--- config.mk ---
export PLATFORM = sky130hd
export DESIGN_NAME = shuffled_lcg_random_draw_top_flat
export DESIGN_NICKNAME = d
export VERILOG_FILES = /design/src/rtl/slrd_pkg.sv /design/src/rtl/slrd_if.sv /design/src/rtl/slrd_ram.sv /design/src/rtl/slrd_div.sv /design/src/rtl/shuffled_lcg_random_draw_top.sv /design/src/flat_wrapper.sv
export SDC_FILE = /design/constraint.sdc
export NUM_CORES = 2
export LEC_CHECK = 0
export BUFFER_PORTS_ARGS = -buffer_cell sky130_fd_sc_hd__buf_2
export CAP_MARGIN = 20
export CORE_MARGIN = 4
export CORE_UTILIZATION = 45
export CTS_BUF_LIST = sky130_fd_sc_hd__clkbuf_8
export DETAILED_ROUTE_END_ITERATION = 10
export REMOVE_ABC_BUFFERS = 1
export SLEW_MARGIN = 5
export SYNTH_ARGS = -nofsm -noshare
export SYNTH_HDL_FRONTEND = slang
export SYNTH_SLANG_ARGS = --single-unit
--- constraint.sdc ---
create_clock -name clk -period 11.1 [get_ports clk]
set_input_delay 1.665 -clock clk [delete_from_list [all_inputs] [get_ports clk]]
set_output_delay 1.665 -clock clk [all_outputs]
set_load 0.01 [all_outputs]
--- src/rtl/slrd_pkg.sv ---
`default_nettype none
// ----------------------------------------------------------------------------
// slrd_pkg
// Shared constants, types and the generator fold for the shuffled Lehmer draw.
// ----------------------------------------------------------------------------
package slrd_pkg;

	localparam logic [14:0] LCG_MUL   = 15'd16807;
	localparam logic [30:0] LCG_MOD   = 31'h7FFF_FFFF;
	localparam logic [31:0] RAND_TOP  = 32'h7FFF_FFFF;
	localparam int          DIV_W     = 32;
	localparam int          DIV_CNT_W = 6;

	typedef struct packed {
		logic                 start;
		logic [DIV_CNT_W-1:0] steps;
	} div_cmd_t;

	typedef struct packed {
		logic busy;
	} div_stat_t;

	// Reduce a 46-bit product modulo 2^31 - 1 by folding the top bits back in.
	function automatic logic [30:0] lcg_fold(input logic [45:0] prod);
		logic [31:0] sum;
		sum = 32'(prod[45:31]) + 32'(prod[30:0]);
		if (sum >= {1'b0, LCG_MOD}) begin
			sum = sum - {1'b0, LCG_MOD};
		end
		return sum[30:0];
	endfunction

endpackage
`default_nettype wire

--- src/rtl/slrd_if.sv ---
`default_nettype none
// ----------------------------------------------------------------------------
// slrd_if
// Valid/ready channels for draw requests and drawn values.
// ----------------------------------------------------------------------------
interface slrd_req_if;
	logic               valid;
	logic               ready;
	logic               kind;
	logic signed [31:0] range_low;
	logic signed [31:0] range_high;

	modport source (output valid, kind, range_low, range_high, input ready);
	modport sink (input valid, kind, range_low, range_high, output ready);
endinterface

interface slrd_rsp_if;
	logic               valid;
	logic               ready;
	logic signed [31:0] value;

	modport source (output valid, value, input ready);
	modport sink (input valid, value, output ready);
endinterface
`default_nettype wire

--- src/rtl/slrd_ram.sv ---
`default_nettype none
// ----------------------------------------------------------------------------
// slrd_ram
// Generic single-write, single-read RAM with registered read data.
// ----------------------------------------------------------------------------
module slrd_ram #(
	parameter int WIDTH = 31,
	parameter int DEPTH = 32,
	localparam int AW = (DEPTH > 1) ? $clog2(DEPTH) : 1
) (
	input  wire logic             clk,
	input  wire logic             we,
	input  wire logic [AW-1:0]    waddr,
	input  wire logic [WIDTH-1:0] wdata,
	input  wire logic             re,
	input  wire logic [AW-1:0]    raddr,
	output logic      [WIDTH-1:0] rdata
);

	logic [WIDTH-1:0] mem_q [DEPTH];

	always_ff @(posedge clk) begin
		if (we) begin
			mem_q[waddr] <= wdata;
		end
		if (re) begin
			rdata <= mem_q[raddr];
		end
	end

endmodule
`default_nettype wire

--- src/rtl/slrd_div.sv ---
`default_nettype none
// ----------------------------------------------------------------------------
// slrd_div
// Restoring divider, one quotient bit per cycle, with a preloadable remainder.
// ----------------------------------------------------------------------------
module slrd_div import slrd_pkg::*; (
	input  wire logic             clk,
	input  wire logic             arst_n,
	input  wire div_cmd_t         cmd,
	input  wire logic [DIV_W-1:0] dividend,
	input  wire logic [DIV_W-1:0] rem_init,
	input  wire logic [DIV_W-1:0] divisor,
	output div_stat_t             stat,
	output logic      [DIV_W-1:0] remainder,
	output logic      [DIV_W-1:0] quotient
);

	logic [DIV_CNT_W-1:0] cnt_q;
	logic [DIV_W-1:0]     rem_q;
	logic [DIV_W-1:0]     dvd_q;
	logic [DIV_W-1:0]     dsr_q;
	logic [DIV_W-1:0]     trial;
	logic                 ge;

	// The remainder stays below the divisor, which never exceeds 2^31, so the
	// shifted trial value always fits the word.
	assign trial = {rem_q[DIV_W-2:0], dvd_q[DIV_W-1]};
	assign ge    = (trial >= dsr_q);

	always_ff @(posedge clk or negedge arst_n) begin
		if (!arst_n) begin
			cnt_q <= '0;
		end else if (cmd.start) begin
			cnt_q <= cmd.steps;
		end else if (cnt_q != '0) begin
			cnt_q <= cnt_q - 1'b1;
		end
	end

	// Quotient bits shift in at the bottom as dividend bits leave at the top.
	always_ff @(posedge clk) begin
		if (cmd.start) begin
			rem_q <= rem_init;
			dvd_q <= dividend;
			dsr_q <= divisor;
		end else if (cnt_q != '0) begin
			rem_q <= ge ? (trial - dsr_q) : trial;
			dvd_q <= {dvd_q[DIV_W-2:0], ge};
		end
	end

	assign stat.busy = (cnt_q != '0);
	assign remainder = rem_q;
	assign quotient  = dvd_q;

endmodule
`default_nettype wire

--- src/rtl/shuffled_lcg_random_draw_top.sv ---
`default_nettype none
// ----------------------------------------------------------------------------
// shuffled_lcg_random_draw_top
// Lehmer generator (16807, 2^31 - 1) behind a shuffle table, raw and ranged.
// ----------------------------------------------------------------------------
// A request on req asks for a raw draw (kind 0, value in 1..2^31-2) or a
// ranged draw (kind 1, value in [range_low, range_high] by rejection and
// modulo). One result per request leaves on rsp. Requests are taken one at a
// time; the next one is accepted while the previous result still sits in the
// output register.
// A seeded raw draw runs decode, seed check, multiply and fold overlapping
// the slot division in the serial divider, then the table read and the
// output load. The first draw after reset or after a seed write first runs
// a warm-up of multiply-and-fold steps that refill the table. A ranged draw
// adds the rejection limit and the final modulo, both bit-serial in the
// shared divider, plus a further draw for each rejected one.
// A degenerate range answers range_low straight after decode, with no draw.
// Reset clears the generator to the unseeded state and the seed to zero.
// A stalled receiver holds the result in the output register; the block
// finishes its next request and then waits until the register frees up.
// ----------------------------------------------------------------------------
module shuffled_lcg_random_draw_top import slrd_pkg::*; #(
	parameter int TABLE_DEPTH = 32
) (
	input  wire logic        clk,
	input  wire logic        arst_n,
	input  wire logic        seed_wr_en,
	input  wire logic [31:0] seed_wr_data,
	slrd_req_if.sink         req,
	slrd_rsp_if.source       rsp
);

	localparam int          AW       = $clog2(TABLE_DEPTH);
	localparam int          WCW      = $clog2(TABLE_DEPTH + 8);
	localparam logic [31:0] SLOT_DIV = 32'(1 + 2147483646 / TABLE_DEPTH);

	localparam logic [3:0] S_IDLE   = 4'd0;
	localparam logic [3:0] S_DECODE = 4'd1;
	localparam logic [3:0] S_LIMIT  = 4'd2;
	localparam logic [3:0] S_CHECK  = 4'd3;
	localparam logic [3:0] S_WMUL   = 4'd4;
	localparam logic [3:0] S_WFOLD  = 4'd5;
	localparam logic [3:0] S_DRAW   = 4'd6;
	localparam logic [3:0] S_DFOLD  = 4'd7;
	localparam logic [3:0] S_SLOT   = 4'd8;
	localparam logic [3:0] S_RD     = 4'd9;
	localparam logic [3:0] S_MOD    = 4'd10;
	localparam logic [3:0] S_OUT    = 4'd11;

	logic [3:0]       state_q;
	logic [31:0]      seed_q;
	logic [30:0]      lcg_q;
	logic [30:0]      sout_q;
	logic [WCW-1:0]   wcnt_q;
	logic             rsp_valid_q;

	logic             kind_q;
	logic [31:0]      lo_q;
	logic [31:0]      diff_q;
	logic [31:0]      span_q;
	logic [31:0]      limit_q;
	logic [45:0]      mul_q;
	logic [AW-1:0]    slot_q;
	logic [31:0]      res_q;
	logic [31:0]      value_q;

	logic [30:0]      fold_v;
	logic [31:0]      seed_neg;
	logic [30:0]      seed_start;
	logic             degen;
	logic [31:0]      span_c;
	logic             reject;

	div_cmd_t         div_cmd;
	div_stat_t        div_stat;
	logic [DIV_W-1:0] div_dvd;
	logic [DIV_W-1:0] div_rem_init;
	logic [DIV_W-1:0] div_dsr;
	logic [DIV_W-1:0] div_rem;
	logic [DIV_W-1:0] div_quot;

	logic             ram_we;
	logic [AW-1:0]    ram_waddr;
	logic [30:0]      ram_wdata;
	logic             ram_re;
	logic [AW-1:0]    ram_raddr;
	logic [30:0]      ram_rdata;

	assign fold_v   = lcg_fold(mul_q);
	assign seed_neg = 32'd0 - seed_q;
	// Non-negative seeds start from one; negative ones from their negation,
	// except the two most negative, whose negation reduces to zero; these also start from one.
	assign seed_start = (seed_q[31] && (seed_q > 32'h8000_0001)) ? seed_neg[30:0] : 31'd1;
	assign degen    = (diff_q == '0) || diff_q[31];
	assign span_c   = diff_q + 32'd1;
	assign reject   = ({1'b0, ram_rdata} > limit_q);

	slrd_div u_div (
		.clk       (clk),
		.arst_n    (arst_n),
		.cmd       (div_cmd),
		.dividend  (div_dvd),
		.rem_init  (div_rem_init),
		.divisor   (div_dsr),
		.stat      (div_stat),
		.remainder (div_rem),
		.quotient  (div_quot)
	);

	slrd_ram #(
		.WIDTH (31),
		.DEPTH (TABLE_DEPTH)
	) u_table (
		.clk   (clk),
		.we    (ram_we),
		.waddr (ram_waddr),
		.wdata (ram_wdata),
		.re    (ram_re),
		.raddr (ram_raddr),
		.rdata (ram_rdata)
	);

	always_comb begin
		div_cmd      = '0;
		div_dvd      = '0;
		div_rem_init = '0;
		div_dsr      = span_q;
		ram_we       = 1'b0;
		ram_waddr    = wcnt_q[AW-1:0];
		ram_wdata    = fold_v;
		ram_re       = 1'b0;
		ram_raddr    = div_quot[AW-1:0];
		unique case (state_q)
			S_DECODE: begin
				// Rejection limit needs 2^31 mod span.
				if (kind_q && !degen) begin
					div_cmd.start = 1'b1;
					div_cmd.steps = DIV_CNT_W'(DIV_W);
					div_dvd       = 32'h8000_0000;
					div_dsr       = span_c;
				end
			end
			S_WFOLD: begin
				ram_we = (wcnt_q < WCW'(TABLE_DEPTH));
			end
			S_DRAW: begin
				// The slot quotient is below TABLE_DEPTH, so only AW quotient
				// bits are developed from a preloaded partial remainder.
				div_cmd.start = 1'b1;
				div_cmd.steps = DIV_CNT_W'(AW);
				div_rem_init  = {1'b0, sout_q} >> AW;
				div_dvd       = {1'b0, sout_q} << (DIV_W - AW);
				div_dsr       = SLOT_DIV;
			end
			S_SLOT: begin
				ram_re = !div_stat.busy;
			end
			S_RD: begin
				ram_we    = 1'b1;
				ram_waddr = slot_q;
				ram_wdata = lcg_q;
				if (kind_q && !reject) begin
					div_cmd.start = 1'b1;
					div_cmd.steps = DIV_CNT_W'(DIV_W);
					div_dvd       = {1'b0, ram_rdata};
				end
			end
			default: begin
			end
		endcase
	end

	always_ff @(posedge clk or negedge arst_n) begin
		if (!arst_n) begin
			state_q     <= S_IDLE;
			seed_q      <= '0;
			lcg_q       <= '0;
			sout_q      <= '0;
			wcnt_q      <= '0;
			rsp_valid_q <= 1'b0;
		end else begin
			if (rsp_valid_q && rsp.ready && (state_q != S_OUT)) begin
				rsp_valid_q <= 1'b0;
			end
			if (seed_wr_en) begin
				seed_q <= seed_wr_data;
				lcg_q  <= '0;
				sout_q <= '0;
			end
			unique case (state_q)
				S_IDLE: begin
					if (req.valid) begin
						state_q <= S_DECODE;
					end
				end
				S_DECODE: begin
					priority if (!kind_q) begin
						state_q <= S_CHECK;
					end else if (degen) begin
						state_q <= S_OUT;
					end else begin
						state_q <= S_LIMIT;
					end
				end
				S_LIMIT: begin
					if (!div_stat.busy) begin
						state_q <= S_CHECK;
					end
				end
				S_CHECK: begin
					if (lcg_q != '0 && sout_q != '0) begin
						state_q <= S_DRAW;
					end else begin
						lcg_q   <= seed_start;
						wcnt_q  <= WCW'(TABLE_DEPTH + 7);
						state_q <= S_WMUL;
					end
				end
				S_WMUL: begin
					state_q <= S_WFOLD;
				end
				S_WFOLD: begin
					lcg_q <= fold_v;
					if (wcnt_q == '0) begin
						sout_q  <= fold_v;
						state_q <= S_DRAW;
					end else begin
						wcnt_q  <= wcnt_q - 1'b1;
						state_q <= S_WMUL;
					end
				end
				S_DRAW: begin
					state_q <= S_DFOLD;
				end
				S_DFOLD: begin
					lcg_q   <= fold_v;
					state_q <= S_SLOT;
				end
				S_SLOT: begin
					if (!div_stat.busy) begin
						state_q <= S_RD;
					end
				end
				S_RD: begin
					sout_q <= ram_rdata;
					priority if (!kind_q) begin
						state_q <= S_OUT;
					end else if (reject) begin
						state_q <= S_CHECK;
					end else begin
						state_q <= S_MOD;
					end
				end
				S_MOD: begin
					if (!div_stat.busy) begin
						state_q <= S_OUT;
					end
				end
				S_OUT: begin
					if (!rsp_valid_q || rsp.ready) begin
						rsp_valid_q <= 1'b1;
						state_q     <= S_IDLE;
					end
				end
				default: begin
					state_q <= S_IDLE;
				end
			endcase
		end
	end

	always_ff @(posedge clk) begin
		if (req.valid && req.ready) begin
			kind_q <= req.kind;
			lo_q   <= req.range_low;
			diff_q <= req.range_high - req.range_low;
		end
		unique case (state_q)
			S_DECODE: begin
				span_q <= span_c;
				res_q  <= lo_q;
			end
			S_LIMIT: begin
				limit_q <= RAND_TOP - div_rem;
			end
			S_WMUL, S_DRAW: begin
				mul_q <= {15'd0, lcg_q} * {31'd0, LCG_MUL};
			end
			S_SLOT: begin
				slot_q <= div_quot[AW-1:0];
			end
			S_RD: begin
				if (!kind_q) begin
					res_q <= {1'b0, ram_rdata};
				end
			end
			S_MOD: begin
				res_q <= lo_q + div_rem;
			end
			S_OUT: begin
				if (!rsp_valid_q || rsp.ready) begin
					value_q <= res_q;
				end
			end
			default: begin
			end
		endcase
	end

	assign req.ready = (state_q == S_IDLE);
	assign rsp.valid = rsp_valid_q;
	assign rsp.value = value_q;

	a_div_start_idle: assert property (@(posedge clk) disable iff (!arst_n)
		div_cmd.start |-> !div_stat.busy)
		else $error("divider restarted while busy");

	a_draw_seeded: assert property (@(posedge clk) disable iff (!arst_n)
		(state_q == S_DFOLD) |-> (lcg_q != '0 && sout_q != '0))
		else $error("draw started from an unseeded generator");

	a_raw_range: assert property (@(posedge clk) disable iff (!arst_n)
		(state_q == S_OUT && !kind_q) |->
		(res_q != '0 && !res_q[31] && res_q != RAND_TOP))
		else $error("raw draw outside 1 to 2^31-2");

	a_accept_decode: assert property (@(posedge clk) disable iff (!arst_n)
		(req.valid && req.ready) |=> (state_q == S_DECODE))
		else $error("accepted request not decoded");

endmodule
`default_nettype wire
--- src/flat_wrapper.sv ---
// flat-port wrapper written by rule: the top's interface ports become plain ports
module shuffled_lcg_random_draw_top_flat import slrd_pkg::*;
#(
	parameter int TABLE_DEPTH = 32
)
  (clk, arst_n, seed_wr_en, seed_wr_data, req_valid, req_kind, req_range_low, req_range_high, req_ready, rsp_valid, rsp_value, rsp_ready);
  slrd_req_if req_i ();
  slrd_rsp_if rsp_i ();
  input  wire logic clk;
  input  wire logic arst_n;
  input  wire logic seed_wr_en;
  input  wire logic [31:0] seed_wr_data;
  input wire logic [$bits(req_i.valid)-1:0] req_valid;
  input wire logic [$bits(req_i.kind)-1:0] req_kind;
  input wire logic [$bits(req_i.range_low)-1:0] req_range_low;
  input wire logic [$bits(req_i.range_high)-1:0] req_range_high;
  output wire logic [$bits(req_i.ready)-1:0] req_ready;
  output wire logic [$bits(rsp_i.valid)-1:0] rsp_valid;
  output wire logic [$bits(rsp_i.value)-1:0] rsp_value;
  input wire logic [$bits(rsp_i.ready)-1:0] rsp_ready;
  assign req_i.valid = req_valid;
  assign req_i.kind = req_kind;
  assign req_i.range_low = req_range_low;
  assign req_i.range_high = req_range_high;
  assign req_ready = req_i.ready;
  assign rsp_valid = rsp_i.valid;
  assign rsp_value = rsp_i.value;
  assign rsp_i.ready = rsp_ready;
  shuffled_lcg_random_draw_top #(.TABLE_DEPTH(TABLE_DEPTH)) u_core (.clk(clk), .arst_n(arst_n), .seed_wr_en(seed_wr_en), .seed_wr_data(seed_wr_data), .req(req_i), .rsp(rsp_i));
endmodule
==> flow_metrics.env <==
export IMPL_cp_start_kind="register"
export IMPL_worst_setup_path_type="reg2reg"
export IMPL_final_seq_area_um2=43700
export IMPL_hold_end="u_core.rsp.value[14]"
export IMPL_place_area_um2=77200
export IMPL_cts_resized=0
export IMPL_worst_r2r_endpoint="u_core.mul_q[40]"
export IMPL_powerDensity_nw_per_um2=321
export IMPL_yosys_register_bits=1474
export IMPL_final_common_cell="edfxtp_1"
export IMPL_required_ps=11840
export IMPL_path_common_cell="inv_1"
export IMPL_finalCriticalPeriod_ps=6700
export IMPL_grt_pass1_vias=43677
export IMPL_netlist_instances=4944
export IMPL_drv_slew=0
export IMPL_fin_skew_ps=88.4
export IMPL_n_fill_cell=13694
export IMPL_r2r_cells=22
export IMPL_die_height_um=411
export IMPL_worst_setup_path_end_kind="register"
export IMPL_viasPerCell=5.89
export IMPL_rsz0062_at_grt="false"
export IMPL_synth_ff_type="edfxtp_1"
export IMPL_max_freq_mhz=149
export IMPL_antenna_found_initial=10
export IMPL_cp_max_fo=7
export IMPL_clock_latency_ps=1000
export IMPL_start_util=0.454
export IMPL_place_gp_congestion=0.930
export IMPL_overflow=0
export IMPL_io_buffers=135
export IMPL_finalInstanceArea_um2=81700
export IMPL_wl_per_cell_um=27.4
export IMPL_areaGrowthSynthToFinish_pct=11.8
export IMPL_yosys_cell_types_count=95
export IMPL_boundaryPins=136
export IMPL_worst_pin_slew_ps=1110
export IMPL_layout_drive_gt1_share=0.190
export IMPL_yosysSeqAreaShare=0.599
export IMPL_grt_pass1_wl_um=304000
export IMPL_path_clk_slew_ps=70
export IMPL_async_flop_share=0.0753
export IMPL_worst_path_buf_inv=6
export IMPL_maxCapViolations=0
export IMPL_grt_usage=0.247
export IMPL_dr_pass1_iters=5
export IMPL_tritoncts="done"
export IMPL_worstPathCellList="inv_1, fa_1, inv_1, ha_1, fa_1, inv_1, fa_1, inv_1, fa_1, inv_1, fa_1, inv_1, ha_1, nand4_1, or2_2, o31a_1, o21ai_1, a41oi_1, o31ai_1, a21o_1, a21oi_1, xnor2_1"
export IMPL_synth_top_area_cell="edfxtp_1"
export IMPL_layout_nets=5846
export IMPL_multiInputGateArea_um2=27400
export IMPL_netlist_area_um2=73000
export IMPL_synth_area_leaders="edfxtp_1, mux4_2, ha_1, dfrtp_1, fa_1"
export IMPL_rows=147
export IMPL_via_count=44839
export IMPL_clockBufferDepth=3
export IMPL_layout_common_cells="edfxtp_1, inv_1, ha_1, nand2_1, mux4_2"
export IMPL_drc=0
export IMPL_hp_start="u_core.res_q[14]"
export IMPL_min_path_type="reg2reg"
export IMPL_grt_max_degree=139
export IMPL_ir_drop_v=0.000323
export IMPL_r2r_start="u_core.lcg_q[13]"
export IMPL_cts_setup_buffers=0
export IMPL_setup_viol=0
export IMPL_finalCritPeriodShare=0.604
export IMPL_p_leak_uw=0.0306
export IMPL_tns_ps=0
export IMPL_root_buffer="clkbuf_8"
export IMPL_arrival_ps=7440
export IMPL_dpl_hpwl_um=136000
export IMPL_critical_path_top_delay_family="adder cells"
export IMPL_core_area_um2=161000
export IMPL_cts_sinks=1474
export IMPL_cts_buffers=236
export IMPL_cpPeakStageDelay_ps=550
export IMPL_r2r_slack_ps=4400
export IMPL_slew_headroom=0.258
export IMPL_dieWidth_um=411
export IMPL_slowest_stage="fa_1"
export IMPL_synth_edf_count=1363
export IMPL_routed_wl_um=209000
export IMPL_syn_avg_cell_area_um2=14.8
export IMPL_ant_nets=0
export IMPL_outcome="finished clean"
export IMPL_finalHoldViolCount=0
export IMPL_cts_hold_buf=0
export IMPL_ys_warn_count=0
export IMPL_dieArea_um2=169000
export IMPL_hold_depth=0
export IMPL_yosysTopAreaCellShare=0.561
export IMPL_cts_htree_levels=4
export IMPL_drtIter0Drc=5283
==> registers in the layout (all words and copies together) (netlist names), 4 cells and up <==
signal	flops
u_core.sout_q	31
u_core.mul_q	46
u_core.span_q	32
u_core.u_div.cnt_q	6
u_core.u_div.quotient	32
u_core.seed_q	32
u_core.rsp.value	32
u_core.u_table.mem_q	992
u_core.u_div.remainder	32
u_core.wcnt_q	6
u_core.slot_q	5
u_core.state_q	4
u_core.u_table.rdata	31
u_core.res_q	32
u_core.u_div.dsr_q	32
u_core.lcg_q	31
u_core.limit_q	32
u_core.diff_q	32
u_core.lo_q	32
==> cells by family (layout without fill, tap and decap cells) <==
kind of cell / after synthesis / in the layout / share of synthesized area
DFF: 1474 / 1474 / 0.599
muxes: 415 / 415 / 0.111
buffers and inverters: 653 / 1163 / 0.0340
xor gates and xnor gates: 196 / 196 / 0.0236
and+or+nand+nor: 942 / 942 / 0.0623
other: 0 / 5 / 0
adders and majority gates: 487 / 487 / 0.0975
AOI/OAI and AO/OA: 777 / 777 / 0.0727
==> cell usage after synthesis (all sizes together) (53+ instances only) <==
cell type,instances
a21o,98
a21oi,153
buf,53
clkbuf,124
dfrtp,111
edfxtp,1363
fa,137
ha,350
inv,475
mux2,66
mux4,310
nand2,324
nand3,93
nor2,190
nor3,75
o211ai,53
o21ai,163
xnor2,130
xor2,66
==> final cells by class <==
type	count	area share
clock inverter	198	0.0131
tap	2160	0.0331
sequential	1474	0.535
clock buffer	237	0.0399
multi-input combinational	2817	0.336
timing repair buffer	252	0.0209
antenna	5	0.000153
inverter	476	0.0219
==> worst reg2reg max path, cell delays in order (launching register included) <==
cell and delay [ps]:
dfrtp_1 510, inv_1 190, fa_1 550, inv_1 40, ha_1 290, fa_1 510, inv_1 50, fa_1 520
inv_1 50, fa_1 480, inv_1 50, fa_1 480, inv_1 40, ha_1 370, nand4_1 170, or2_2 320
o31a_1 280, o21ai_1 470, a41oi_1 230, o31ai_1 460, a21o_1 180, a21oi_1 70, xnor2_1 130
==> per-layer routing <==
metal | vias up | GRT usage | wire length, µm
met1 | 23175 | 0.361 | 90600
met2 | 1815 | 0.385 | 97200
met3 | 312 | 0.0403 | 15900
li1 | 19537 | - | -
met5 | - | 0 | 0
met4 | 0 | 0.0665 | 5400
==> worst max-delay path by stage <==
stage | end | slack [ps] | start | cells past startpoint
after global placement | u_core.mul_q[40] | 4450 | u_core.lcg_q[13] | 22
after floorplan | u_core.u_table.rdata[0] | -120 | u_core.u_div.quotient[0] | 3
final | u_core.mul_q[40] | 4400 | u_core.lcg_q[13] | 22
after CTS | u_core.mul_q[40] | 4420 | u_core.lcg_q[13] | 22
after detailed placement | u_core.mul_q[40] | 4450 | u_core.lcg_q[14] | 22
after global routing | u_core.mul_q[34] | 4010 | u_core.lcg_q[15] | 23
==> per-stage QoR <==
step                      instances  utilization  hold slack (ps)  worst slack [ps]  power (µW)
after floorplan                4767            -              400              -125       17700
after global placement         7168        0.479              401              4450       21500
after detailed placement       7171        0.480              405              4450       21700
after CTS                      7606        0.506              418              4420       26200
after global routing           7615        0.507              427              4010       27900
final                          7619        0.507              417              4400       26200
==> power breakdown <==
part | leakage (µW) | switching [µW] | internal [µW]
combinational | 0.0142 | 8380 | 4600
clock | 0.00252 | 2250 | 2100
sequential | 0.0138 | 538 | 8330
(Power assumes the default switching activity.)
